$ cat config.mk
export PLATFORM = sky130hd
export DESIGN_NAME = split_task_completion_tracker_core
export DESIGN_NICKNAME = d
export VERILOG_FILES = /design/src/rtl/core/stct_pkg.sv /design/src/rtl/core/stct_ram.sv /design/src/rtl/core/stct_scan.sv /design/src/rtl/core/split_task_completion_tracker_core.sv
export SDC_FILE = /design/constraint.sdc
export NUM_CORES = 2
export LEC_CHECK = 0
export ABC_AREA = 0
export ABC_CLOCK_PERIOD_IN_PS = 13400
export BUFFER_PORTS_ARGS = -buffer_cell sky130_fd_sc_hd__buf_2
export CORE_ASPECT_RATIO = 0.6
export CORE_MARGIN = 1
export CORE_UTILIZATION = 55
export DETAILED_ROUTE_END_ITERATION = 10
export GPL_TIMING_DRIVEN = 1
export PLACE_DENSITY = 0.71
export SYNTH_ARGS = -nofsm -noshare
export SYNTH_HDL_FRONTEND = slang
export SYNTH_SLANG_ARGS = --single-unit
export TNS_END_PERCENT = 30
$ cat constraint.sdc
create_clock -name clk -period 13.4 [get_ports clk]
set_input_delay 2.01 -clock clk [delete_from_list [all_inputs] [get_ports clk]]
set_output_delay 2.01 -clock clk [all_outputs]
set_load 0.1 [all_outputs]
$ cat src/rtl/core/stct_pkg.sv
`timescale 1ns / 1ps

package stct_pkg;

	localparam int PARENT_SLOTS = 16;
	localparam int CHILD_SLOTS  = 64;
	localparam int ID_W         = 32;
	localparam int PEND_W       = 7;
	localparam int PIDX_W       = (PARENT_SLOTS > 1) ? $clog2(PARENT_SLOTS) : 1;
	localparam int CIDX_W       = (CHILD_SLOTS > 1) ? $clog2(CHILD_SLOTS) : 1;
	localparam int SIDX_W       = (PIDX_W > CIDX_W) ? PIDX_W : CIDX_W;
	localparam int AUX_W        = (PEND_W > PIDX_W) ? PEND_W : PIDX_W;
	localparam int PWORD_W      = ID_W + PEND_W;
	localparam int CWORD_W      = ID_W + PIDX_W;

	localparam logic [PEND_W-1:0] PENDING_MAX = PEND_W'(127);

	typedef enum logic [1:0] {
		REQ_START_PARENT = 2'd0,
		REQ_START_CHILD  = 2'd1,
		REQ_FINISH_CHILD = 2'd2,
		REQ_UNUSED       = 2'd3
	} req_code_t;

	typedef enum logic [1:0] {
		STS_OK      = 2'd0,
		STS_IGNORED = 2'd1,
		STS_UNKNOWN = 2'd2,
		STS_FULL    = 2'd3
	} status_t;

	typedef enum logic [3:0] {
		ST_IDLE,
		ST_PSCAN,
		ST_PDRAIN,
		ST_PDECIDE,
		ST_CSCAN,
		ST_CDRAIN,
		ST_CDECIDE,
		ST_PREAD,
		ST_PUPDATE,
		ST_RESP
	} state_t;

	typedef struct packed {
		logic [1:0]      req_type;
		logic [ID_W-1:0] task_id;
	} req_t;

	typedef struct packed {
		logic [1:0]      status;
		logic [ID_W-1:0] new_id;
		logic            completed;
		logic [ID_W-1:0] completed_parent;
	} rsp_t;

	typedef struct packed {
		logic              clr;
		logic              step;
		logic              ent_valid;
		logic [SIDX_W-1:0] idx;
	} scan_ctl_t;

	typedef struct packed {
		logic              hit;
		logic [SIDX_W-1:0] hit_idx;
		logic [AUX_W-1:0]  hit_aux;
		logic              free;
		logic [SIDX_W-1:0] free_idx;
	} scan_res_t;

endpackage

$ cat src/rtl/core/stct_ram.sv
`timescale 1ns / 1ps

module stct_ram #(
	parameter int DEPTH = 16,
	parameter int WIDTH = 32,
	parameter int AW    = (DEPTH > 1) ? $clog2(DEPTH) : 1
) (
	input  logic             clk,
	input  logic             we,
	input  logic [AW-1:0]    waddr,
	input  logic [WIDTH-1:0] wdata,
	input  logic             re,
	input  logic [AW-1:0]    raddr,
	output logic [WIDTH-1:0] rdata
);

	logic [WIDTH-1:0] mem [DEPTH];
	logic [WIDTH-1:0] rdata_q;

	always_ff @(posedge clk) begin
		if (we) begin
			mem[waddr] <= wdata;
		end
		if (re) begin
			rdata_q <= mem[raddr];
		end
	end

	assign rdata = rdata_q;

endmodule

$ cat src/rtl/core/stct_scan.sv
`timescale 1ns / 1ps

module stct_scan (
	input  logic                              clk,
	input  logic                              arst_n,
	input  stct_pkg::scan_ctl_t               ctl,
	input  logic [stct_pkg::ID_W-1:0]         key,
	input  logic [stct_pkg::AUX_W-1:0]        aux,
	input  logic [stct_pkg::ID_W-1:0]         target,
	output stct_pkg::scan_res_t               res
);

	logic                            hit_q;
	logic                            free_q;
	logic [stct_pkg::SIDX_W-1:0]     hit_idx_q;
	logic [stct_pkg::AUX_W-1:0]      hit_aux_q;
	logic [stct_pkg::SIDX_W-1:0]     free_idx_q;
	logic                            match;
	logic                            take_hit;
	logic                            take_free;

	// shared comparator
	assign match     = ctl.ent_valid && (key == target);
	assign take_hit  = !ctl.clr && ctl.step && match && !hit_q;
	assign take_free = !ctl.clr && ctl.step && !ctl.ent_valid && !free_q;

	always_ff @(posedge clk or negedge arst_n) begin
		if (!arst_n) begin
			hit_q  <= 1'b0;
			free_q <= 1'b0;
		end else if (ctl.clr) begin
			hit_q  <= 1'b0;
			free_q <= 1'b0;
		end else begin
			if (take_hit) begin
				hit_q <= 1'b1;
			end
			if (take_free) begin
				free_q <= 1'b1;
			end
		end
	end

	always_ff @(posedge clk) begin
		if (take_hit) begin
			hit_idx_q <= ctl.idx;
			hit_aux_q <= aux;
		end
		if (take_free) begin
			free_idx_q <= ctl.idx;
		end
	end

	assign res = '{hit: hit_q, hit_idx: hit_idx_q, hit_aux: hit_aux_q,
		free: free_q, free_idx: free_idx_q};

	a_clr_empties: assert property (@(posedge clk) disable iff (!arst_n)
		ctl.clr |=> !res.hit && !res.free)
		else $error("scan result not cleared");

	a_hit_sticky: assert property (@(posedge clk) disable iff (!arst_n)
		res.hit && !ctl.clr |=> res.hit)
		else $error("hit dropped without clear");

	a_free_from_empty: assert property (@(posedge clk) disable iff (!arst_n)
		$rose(res.free) |-> $past(ctl.step && !ctl.ent_valid))
		else $error("free slot taken from a live entry");

	a_hit_not_free: assert property (@(posedge clk) disable iff (!arst_n)
		res.hit && res.free |-> res.hit_idx != res.free_idx)
		else $error("same slot both live and free");

endmodule

$ cat src/rtl/core/split_task_completion_tracker_core.sv
`timescale 1ns / 1ps

// channel   direction  handshake              payload
// req       in         req_valid / req_ready  stct_pkg::req_t
// rsp       out        rsp_valid / rsp_ready  stct_pkg::rsp_t
// cfg       in         cfg_we                 cfg_wdata (invalid id)
//
// one request at a time; a single comparator walks the tables, one entry a cycle
// start parent: parent table scan, then response
// start child: parent table scan, then child table scan unless rejected early
// finish child: child scan, parent update on hit; ignored requests skip scans
// reset clears valid bits, id counters and invalid id; no clearing pass
// req_ready is low from accept until the response is taken

module split_task_completion_tracker_core (
	input  logic                          clk,
	input  logic                          arst_n,
	input  logic                          req_valid,
	output logic                          req_ready,
	input  stct_pkg::req_t                req,
	output logic                          rsp_valid,
	input  logic                          rsp_ready,
	output stct_pkg::rsp_t                rsp,
	input  logic                          cfg_we,
	input  logic [stct_pkg::ID_W-1:0]     cfg_wdata
);

	stct_pkg::state_t                    state_q;
	stct_pkg::state_t                    state_nxt;
	stct_pkg::req_t                      req_q;
	stct_pkg::rsp_t                      rsp_q;
	stct_pkg::rsp_t                      rsp_nxt;
	logic                                rsp_load;
	logic [stct_pkg::ID_W-1:0]           inv_q;
	logic [stct_pkg::ID_W-1:0]           next_pid_q;
	logic [stct_pkg::ID_W-1:0]           next_cid_q;
	logic [stct_pkg::ID_W-1:0]           cand_p;
	logic [stct_pkg::ID_W-1:0]           cand_c;
	logic                                pid_adv;
	logic                                cid_adv;
	logic [stct_pkg::PARENT_SLOTS-1:0]   pvalid_q;
	logic [stct_pkg::CHILD_SLOTS-1:0]    cvalid_q;
	logic                                pv_wr;
	logic [stct_pkg::PIDX_W-1:0]         pv_idx;
	logic                                pv_val;
	logic                                cv_wr;
	logic [stct_pkg::CIDX_W-1:0]         cv_idx;
	logic                                cv_val;
	logic [stct_pkg::SIDX_W-1:0]         cnt_q;
	logic                                step_s1;
	logic                                ctbl_s1;
	logic [stct_pkg::SIDX_W-1:0]         idx_s1;
	logic [stct_pkg::PIDX_W-1:0]         par_idx_q;
	logic [stct_pkg::PEND_W-1:0]         par_pend_q;
	logic                                scan_clr;

	logic                                p_we;
	logic [stct_pkg::PIDX_W-1:0]         p_waddr;
	logic [stct_pkg::PWORD_W-1:0]        p_wdata;
	logic                                p_re;
	logic [stct_pkg::PIDX_W-1:0]         p_raddr;
	logic [stct_pkg::PWORD_W-1:0]        p_rdata;
	logic                                c_we;
	logic [stct_pkg::CIDX_W-1:0]         c_waddr;
	logic [stct_pkg::CWORD_W-1:0]        c_wdata;
	logic                                c_re;
	logic [stct_pkg::CIDX_W-1:0]         c_raddr;
	logic [stct_pkg::CWORD_W-1:0]        c_rdata;

	logic [stct_pkg::ID_W-1:0]           p_rkey;
	logic [stct_pkg::PEND_W-1:0]         p_rpend;
	logic [stct_pkg::ID_W-1:0]           c_rkey;
	logic [stct_pkg::PIDX_W-1:0]         c_rowner;
	logic [stct_pkg::PIDX_W-1:0]         owner;

	stct_pkg::scan_ctl_t                 scan_ctl;
	stct_pkg::scan_res_t                 scan_res;
	logic [stct_pkg::ID_W-1:0]           scan_key;
	logic [stct_pkg::AUX_W-1:0]          scan_aux;
	logic [stct_pkg::ID_W-1:0]           scan_target;

	assign p_rkey   = p_rdata[stct_pkg::PEND_W +: stct_pkg::ID_W];
	assign p_rpend  = p_rdata[stct_pkg::PEND_W-1:0];
	assign c_rkey   = c_rdata[stct_pkg::PIDX_W +: stct_pkg::ID_W];
	assign c_rowner = c_rdata[stct_pkg::PIDX_W-1:0];
	assign owner    = scan_res.hit_aux[stct_pkg::PIDX_W-1:0];

	// next id, skipping the invalid id
	assign cand_p = (next_pid_q == inv_q) ? next_pid_q + 1'b1 : next_pid_q;
	assign cand_c = (next_cid_q == inv_q) ? next_cid_q + 1'b1 : next_cid_q;

	stct_ram #(
		.DEPTH(stct_pkg::PARENT_SLOTS),
		.WIDTH(stct_pkg::PWORD_W)
	) u_parent_ram (
		.clk  (clk),
		.we   (p_we),
		.waddr(p_waddr),
		.wdata(p_wdata),
		.re   (p_re),
		.raddr(p_raddr),
		.rdata(p_rdata)
	);

	stct_ram #(
		.DEPTH(stct_pkg::CHILD_SLOTS),
		.WIDTH(stct_pkg::CWORD_W)
	) u_child_ram (
		.clk  (clk),
		.we   (c_we),
		.waddr(c_waddr),
		.wdata(c_wdata),
		.re   (c_re),
		.raddr(c_raddr),
		.rdata(c_rdata)
	);

	// scan feed, one entry per cycle behind the ram read
	always_comb begin
		if (ctbl_s1) begin
			scan_key         = c_rkey;
			scan_aux         = stct_pkg::AUX_W'(c_rowner);
			scan_ctl.ent_valid = cvalid_q[idx_s1[stct_pkg::CIDX_W-1:0]];
			scan_target      = (req_q.req_type == stct_pkg::REQ_START_CHILD) ?
				cand_c : req_q.task_id;
		end else begin
			scan_key         = p_rkey;
			scan_aux         = stct_pkg::AUX_W'(p_rpend);
			scan_ctl.ent_valid = pvalid_q[idx_s1[stct_pkg::PIDX_W-1:0]];
			scan_target      = (req_q.req_type == stct_pkg::REQ_START_PARENT) ?
				cand_p : req_q.task_id;
		end
		scan_ctl.clr  = scan_clr;
		scan_ctl.step = step_s1;
		scan_ctl.idx  = idx_s1;
	end

	stct_scan u_scan (
		.clk   (clk),
		.arst_n(arst_n),
		.ctl   (scan_ctl),
		.key   (scan_key),
		.aux   (scan_aux),
		.target(scan_target),
		.res   (scan_res)
	);

	// next state
	always_comb begin
		state_nxt = state_q;
		unique case (state_q)
			stct_pkg::ST_IDLE: begin
				if (req_valid) begin
					unique case (req.req_type)
						stct_pkg::REQ_START_PARENT: state_nxt = stct_pkg::ST_PSCAN;
						stct_pkg::REQ_START_CHILD: begin
							state_nxt = (req.task_id == inv_q) ?
								stct_pkg::ST_RESP : stct_pkg::ST_PSCAN;
						end
						stct_pkg::REQ_FINISH_CHILD: begin
							state_nxt = (req.task_id == inv_q) ?
								stct_pkg::ST_RESP : stct_pkg::ST_CSCAN;
						end
						default: state_nxt = stct_pkg::ST_RESP;
					endcase
				end
			end
			stct_pkg::ST_PSCAN: begin
				if (cnt_q == stct_pkg::SIDX_W'(stct_pkg::PARENT_SLOTS - 1)) begin
					state_nxt = stct_pkg::ST_PDRAIN;
				end
			end
			stct_pkg::ST_PDRAIN: state_nxt = stct_pkg::ST_PDECIDE;
			stct_pkg::ST_PDECIDE: begin
				if (req_q.req_type == stct_pkg::REQ_START_CHILD && scan_res.hit &&
					scan_res.hit_aux[stct_pkg::PEND_W-1:0] < stct_pkg::PENDING_MAX) begin
					state_nxt = stct_pkg::ST_CSCAN;
				end else begin
					state_nxt = stct_pkg::ST_RESP;
				end
			end
			stct_pkg::ST_CSCAN: begin
				if (cnt_q == stct_pkg::SIDX_W'(stct_pkg::CHILD_SLOTS - 1)) begin
					state_nxt = stct_pkg::ST_CDRAIN;
				end
			end
			stct_pkg::ST_CDRAIN: state_nxt = stct_pkg::ST_CDECIDE;
			stct_pkg::ST_CDECIDE: begin
				if (req_q.req_type == stct_pkg::REQ_FINISH_CHILD && scan_res.hit) begin
					state_nxt = stct_pkg::ST_PREAD;
				end else begin
					state_nxt = stct_pkg::ST_RESP;
				end
			end
			stct_pkg::ST_PREAD: state_nxt = stct_pkg::ST_PUPDATE;
			stct_pkg::ST_PUPDATE: state_nxt = stct_pkg::ST_RESP;
			stct_pkg::ST_RESP: begin
				if (rsp_ready) begin
					state_nxt = stct_pkg::ST_IDLE;
				end
			end
			default: state_nxt = stct_pkg::ST_IDLE;
		endcase
	end

	// outputs and table updates
	always_comb begin
		req_ready = (state_q == stct_pkg::ST_IDLE);
		rsp_valid = (state_q == stct_pkg::ST_RESP);
		scan_clr  = 1'b0;
		rsp_load  = 1'b0;
		rsp_nxt   = '{status: stct_pkg::STS_OK, new_id: inv_q, completed: 1'b0,
			completed_parent: '0};
		pid_adv   = 1'b0;
		cid_adv   = 1'b0;
		pv_wr     = 1'b0;
		pv_idx    = scan_res.free_idx[stct_pkg::PIDX_W-1:0];
		pv_val    = 1'b1;
		cv_wr     = 1'b0;
		cv_idx    = scan_res.free_idx[stct_pkg::CIDX_W-1:0];
		cv_val    = 1'b1;
		p_we      = 1'b0;
		p_waddr   = scan_res.free_idx[stct_pkg::PIDX_W-1:0];
		p_wdata   = {cand_p, stct_pkg::PEND_W'(0)};
		p_re      = 1'b0;
		p_raddr   = cnt_q[stct_pkg::PIDX_W-1:0];
		c_we      = 1'b0;
		c_waddr   = scan_res.free_idx[stct_pkg::CIDX_W-1:0];
		c_wdata   = {cand_c, par_idx_q};
		c_re      = 1'b0;
		c_raddr   = cnt_q[stct_pkg::CIDX_W-1:0];
		unique case (state_q)
			stct_pkg::ST_IDLE: begin
				if (req_valid) begin
					scan_clr = 1'b1;
					if (req.req_type == stct_pkg::REQ_UNUSED ||
						(req.req_type != stct_pkg::REQ_START_PARENT &&
						req.task_id == inv_q)) begin
						rsp_load       = 1'b1;
						rsp_nxt.status = stct_pkg::STS_IGNORED;
					end
				end
			end
			stct_pkg::ST_PSCAN: p_re = 1'b1;
			stct_pkg::ST_PDECIDE: begin
				if (req_q.req_type == stct_pkg::REQ_START_PARENT) begin
					rsp_load = 1'b1;
					if (!scan_res.free) begin
						rsp_nxt.status = stct_pkg::STS_FULL;
					end else begin
						pid_adv = 1'b1;
						if (scan_res.hit) begin
							rsp_nxt.status = stct_pkg::STS_FULL;
						end else begin
							p_we           = 1'b1;
							pv_wr          = 1'b1;
							rsp_nxt.new_id = cand_p;
						end
					end
				end else if (!scan_res.hit) begin
					rsp_load       = 1'b1;
					rsp_nxt.status = stct_pkg::STS_UNKNOWN;
				end else if (scan_res.hit_aux[stct_pkg::PEND_W-1:0] >=
					stct_pkg::PENDING_MAX) begin
					rsp_load       = 1'b1;
					rsp_nxt.status = stct_pkg::STS_FULL;
				end else begin
					scan_clr = 1'b1;
				end
			end
			stct_pkg::ST_CSCAN: c_re = 1'b1;
			stct_pkg::ST_CDECIDE: begin
				if (req_q.req_type == stct_pkg::REQ_START_CHILD) begin
					rsp_load = 1'b1;
					if (!scan_res.free) begin
						rsp_nxt.status = stct_pkg::STS_FULL;
					end else begin
						cid_adv = 1'b1;
						if (scan_res.hit) begin
							rsp_nxt.status = stct_pkg::STS_FULL;
						end else begin
							c_we           = 1'b1;
							cv_wr          = 1'b1;
							p_we           = 1'b1;
							p_waddr        = par_idx_q;
							p_wdata        = {req_q.task_id, par_pend_q + 1'b1};
							rsp_nxt.new_id = cand_c;
						end
					end
				end else if (!scan_res.hit) begin
					rsp_load       = 1'b1;
					rsp_nxt.status = stct_pkg::STS_UNKNOWN;
				end else begin
					cv_wr  = 1'b1;
					cv_idx = scan_res.hit_idx[stct_pkg::CIDX_W-1:0];
					cv_val = 1'b0;
				end
			end
			stct_pkg::ST_PREAD: begin
				p_re    = 1'b1;
				p_raddr = owner;
			end
			stct_pkg::ST_PUPDATE: begin
				rsp_load = 1'b1;
				if (pvalid_q[owner] && p_rpend != '0) begin
					p_we    = 1'b1;
					p_waddr = owner;
					p_wdata = {p_rkey, p_rpend - 1'b1};
					if (p_rpend == stct_pkg::PEND_W'(1)) begin
						pv_wr                    = 1'b1;
						pv_idx                   = owner;
						pv_val                   = 1'b0;
						rsp_nxt.completed        = 1'b1;
						rsp_nxt.completed_parent = p_rkey;
					end
				end
			end
			default: begin
			end
		endcase
	end

	always_ff @(posedge clk or negedge arst_n) begin
		if (!arst_n) begin
			state_q    <= stct_pkg::ST_IDLE;
			inv_q      <= '0;
			next_pid_q <= '0;
			next_cid_q <= '0;
			pvalid_q   <= '0;
			cvalid_q   <= '0;
			cnt_q      <= '0;
			step_s1    <= 1'b0;
			ctbl_s1    <= 1'b0;
		end else begin
			state_q <= state_nxt;
			if (cfg_we) begin
				inv_q <= cfg_wdata;
			end
			if (pid_adv) begin
				next_pid_q <= cand_p + 1'b1;
			end
			if (cid_adv) begin
				next_cid_q <= cand_c + 1'b1;
			end
			if (pv_wr) begin
				pvalid_q[pv_idx] <= pv_val;
			end
			if (cv_wr) begin
				cvalid_q[cv_idx] <= cv_val;
			end
			if (state_q == stct_pkg::ST_PSCAN || state_q == stct_pkg::ST_CSCAN) begin
				cnt_q <= cnt_q + 1'b1;
			end else begin
				cnt_q <= '0;
			end
			step_s1 <= (state_q == stct_pkg::ST_PSCAN || state_q == stct_pkg::ST_CSCAN);
			ctbl_s1 <= (state_q == stct_pkg::ST_CSCAN);
		end
	end

	always_ff @(posedge clk) begin
		idx_s1 <= cnt_q;
		if (req_valid && req_ready) begin
			req_q <= req;
		end
		if (rsp_load) begin
			rsp_q <= rsp_nxt;
		end
		if (state_q == stct_pkg::ST_PDECIDE) begin
			par_idx_q  <= scan_res.hit_idx[stct_pkg::PIDX_W-1:0];
			par_pend_q <= scan_res.hit_aux[stct_pkg::PEND_W-1:0];
		end
	end

	assign rsp = rsp_q;

endmodule
==> qor.yml <==
netlist-cell-type-count: 87
crit_arrival_ps: 7480
worst_max_slew_pin_slew_ps: 1390
dr.pass1.iters: 6
finalClockSkew_ps: 72.9
grt_pass1_vias: 69500
worstHoldStart: "u_scan.hit_aux_q[6]"
critPathKind: "flip-flop to flip-flop"
worstHoldPathCells: 0
routed_wl_um: 396000
ys_dominant_reg_cell: "edfxtp_1"
timing.final.crit_period_ps: 6930
wire_per_inst_um: 37.7
worst_path_largest_cell_delay_ps: 1020
cts-hold-fix-buffers: 0
cp_slowest_cell: "a2111oi_0"
edff_count_synth: 3134
netlist.area_leader.share: 0.701
tritoncts.num_buffers: 300
postRouteAntennaNets: 0
grt_antenna_before_repair: 23
max-cap-violations: 0
io_buffers: 139
setup-violations-final: 0
status: "finished clean"
synthesis.area_um2: 134000
place_congestion: 1.02
cp_num_buf_inv: 3
synth_largest_area_cell: "edfxtp_1"
worstRegToRegCells: 14
reg2reg_slack_ps: 6470
grt_max_degree: 125
cts_setup_buffers: 0
insertion_delay_ps: 900
worst_reg2reg_endpoint: "u_scan.hit_aux_q[3]"
fp.dieArea_um2: 246000
detailedRoute.firstIterationViolations: 12600
cts-root-buf: "clkbuf_16"
cp_cell_sequence: "xor2_1 -> nor4_2 -> nand4_1 -> buf_4 -> or3_1 -> xnor2_2 -> buf_4 -> a21boi_0 -> xnor2_1 -> a2111oi_0 -> nand4b_1 -> nor4_1 -> nor2b_1 -> buf_4"
synthesis_stage_register_bit_count: 3330
post_cts_resized: 0
tritoncts: "built"
nNetsFinal: 7099
power_density_nw_per_um2: 163
routed_via_density: 6.95
hpwl_um: 239000
worst_hold_check_path_type: "flip-flop to flip-flop"
worst-endpoint-required_ps: 13960
worst_r2r_startpoint: "inv_q[15]"
total_leakage_power_nw: 53.2
syn2layout_area_growth_pct: 11.6
worst_setup_path_end_kind: "flip-flop"
timing.max_slew.rel_slack: 0.0640
cts.sinks: 3330
cp_launch_point: "inv_q[15]"
crit_top_cell: "buf_4"
worst_ir_drop_vdd_mv: 0.135
critPathLaunchType: "flip-flop"
crit_family: "simple AND/OR/NAND/NOR gates"
final_min_period_over_clock_period: 0.517
track_usage: 0.323
maximum_clock_rate_mhz: 144
asyncSetResetFlopFracSynth: 0.0571
die_w_um: 640
synth.area.top_cells: "edfxtp_1 70%, mux4_2 15%, dfrtp_1 3.5%"
final_hold_viol_count: 0
slew_viol_final: 0
via_count: 73100
number_of_design_rule_violations_left_after_detail_routing: 0
floorplan.initialDensity: 0.553
synthesized_instance_count: 6733
syn_avg_cell_area_um2: 19.9
synth_sequential_area_ratio: 0.737
placementRows: 140
cts.clk_slew.worst_paths_ps: 70
timing.hold.worst_endpoint: "par_pend_q[6]"
htree_levels: 5
setup_total_negative_slack_ps: 0
gr-total-overflow: 0
io_pins: 140
final.hold.worst_slack_ps: 478
yosys_warnings: 0
mappedNetlistNets: 6813
grt_setup_unrepaired: "false"
die_y_um: 385
core_um2: 243000
clk_path_buf_depth: 4
global_route_wire_length_before_repair_um: 550000
crit_path_max_fanout: 67
post_route_cells_drive_above_1_share: 0.266
-- through the flow --
stage | utilization | std cells | worst slack [ps] | cell area (µm²) | total power [W]
6_report | 0.617 | 10500 | 6470 | 150000 | 0.0245
5_1_grt | 0.617 | 10500 | 6370 | 150000 | 0.0251
4_1_cts | 0.617 | 10500 | 6820 | 150000 | 0.0245
3_5_place_dp | 0.578 | 9982 | 6850 | 140000 | 0.0161
3_3_place_gp | 0.578 | 9982 | 6800 | 140000 | 0.0161
2_1_floorplan | - | 6733 | 7210 | 134000 | 0.0148
-- cells in the final DEF, fill, tap and decap left out, types with 89 or more instances in the layout --
cell,instances
o21ai_0,223
nand2_1,272
xnor2_1,89
clkbuf_16,309
mux4_2,914
buf_2,138
xor2_1,150
edfxtp_1,3134
dfrtp_1,183
nor2_1,140
buf_4,243
-- registers in the layout, summed over array words and instances (netlist names), 34 cells and up --
signal and count:
cvalid_q 64, req_q 34, u_child_ram.rdata 36, u_child_ram.mem 2304, u_parent_ram.rdata 39, u_parent_ram.mem 624
rsp 67
-- where the power goes --
part           total (W)  switching [W]  internal [W]
combinational    0.00387        0.00248       0.00139
sequential        0.0121       0.000456        0.0116
clock            0.00852        0.00381       0.00471
-- final cells by class --
class                      count  area (µm²)
multi-input combinational   2934       34300
tap                         3266        4090
timing repair buffer         390        2680
clock inverter               148        1450
sequential                  3330       99000
antenna                        8        20.0
inverter                      63         236
fill                       16700       92800
clock buffer                 378        8010
-- layer usage --
metal | part of all wire | GRT usage | vias to the layer above
li1 | - | - | 28300
met1 | 0.43 | 0.531 | 39100
met2 | 0.41 | 0.428 | 5121
met3 | 0.14 | 0.100 | 527
met4 | 0.019 | 0.0604 | 12
met5 | 0.00017 | 0 | -
-- synthesized netlist by cell type, types with 15 or more instances --
cell and instances:
o221ai_1 16, or4_1 20, o21ai_0 231, mux2i_1 66, nand3_1 80, mux2_2 56, nor2_1 222, mux4_2 914
xnor2_1 95, a22oi_1 41, buf_1 100, edfxtp_1 3134, nand4_1 50, clkbuf_1 276, a21oi_1 53, nand2_1 276
or2_2 18, a211oi_1 52, and4_1 15, nand2b_1 17, or3_1 28, o31ai_1 39, nor2b_1 28, inv_1 60
a222oi_1 20, and2_1 90, nor4_1 41, nor3_1 41, buf_2 28, xor2_1 153, and3_1 25, a31oi_1 61
dfrtp_1 190
-- kinds of logic after synthesis --
| family | share of synthesized area |
|---|---|
| multiplexers | 0.163 |
| flip-flops | 0.737 |
| XOR/XNOR | 0.0165 |
| AND/OR/NAND/NOR | 0.0384 |
| adder cells (fa/ha/maj) | 0.000913 |
| AO/OA/AOI/OAI | 0.0305 |
| buffers and inverters | 0.0135 |
-- worst max path at each step --
stage                                endpoint  slack, ps  cells after the start
final                     u_scan.hit_aux_q[3]       6470                     14
after global routing      u_scan.hit_aux_q[3]       6370                     14
after CTS                 u_scan.hit_aux_q[3]       6820                     14
after detailed placement  u_scan.hit_aux_q[3]       6850                     14
after global placement    u_scan.hit_aux_q[5]       6800                     14
after floorplan                        rsp[0]       7210                      5
No activity file was read; power rests on OpenSTA's default activity.
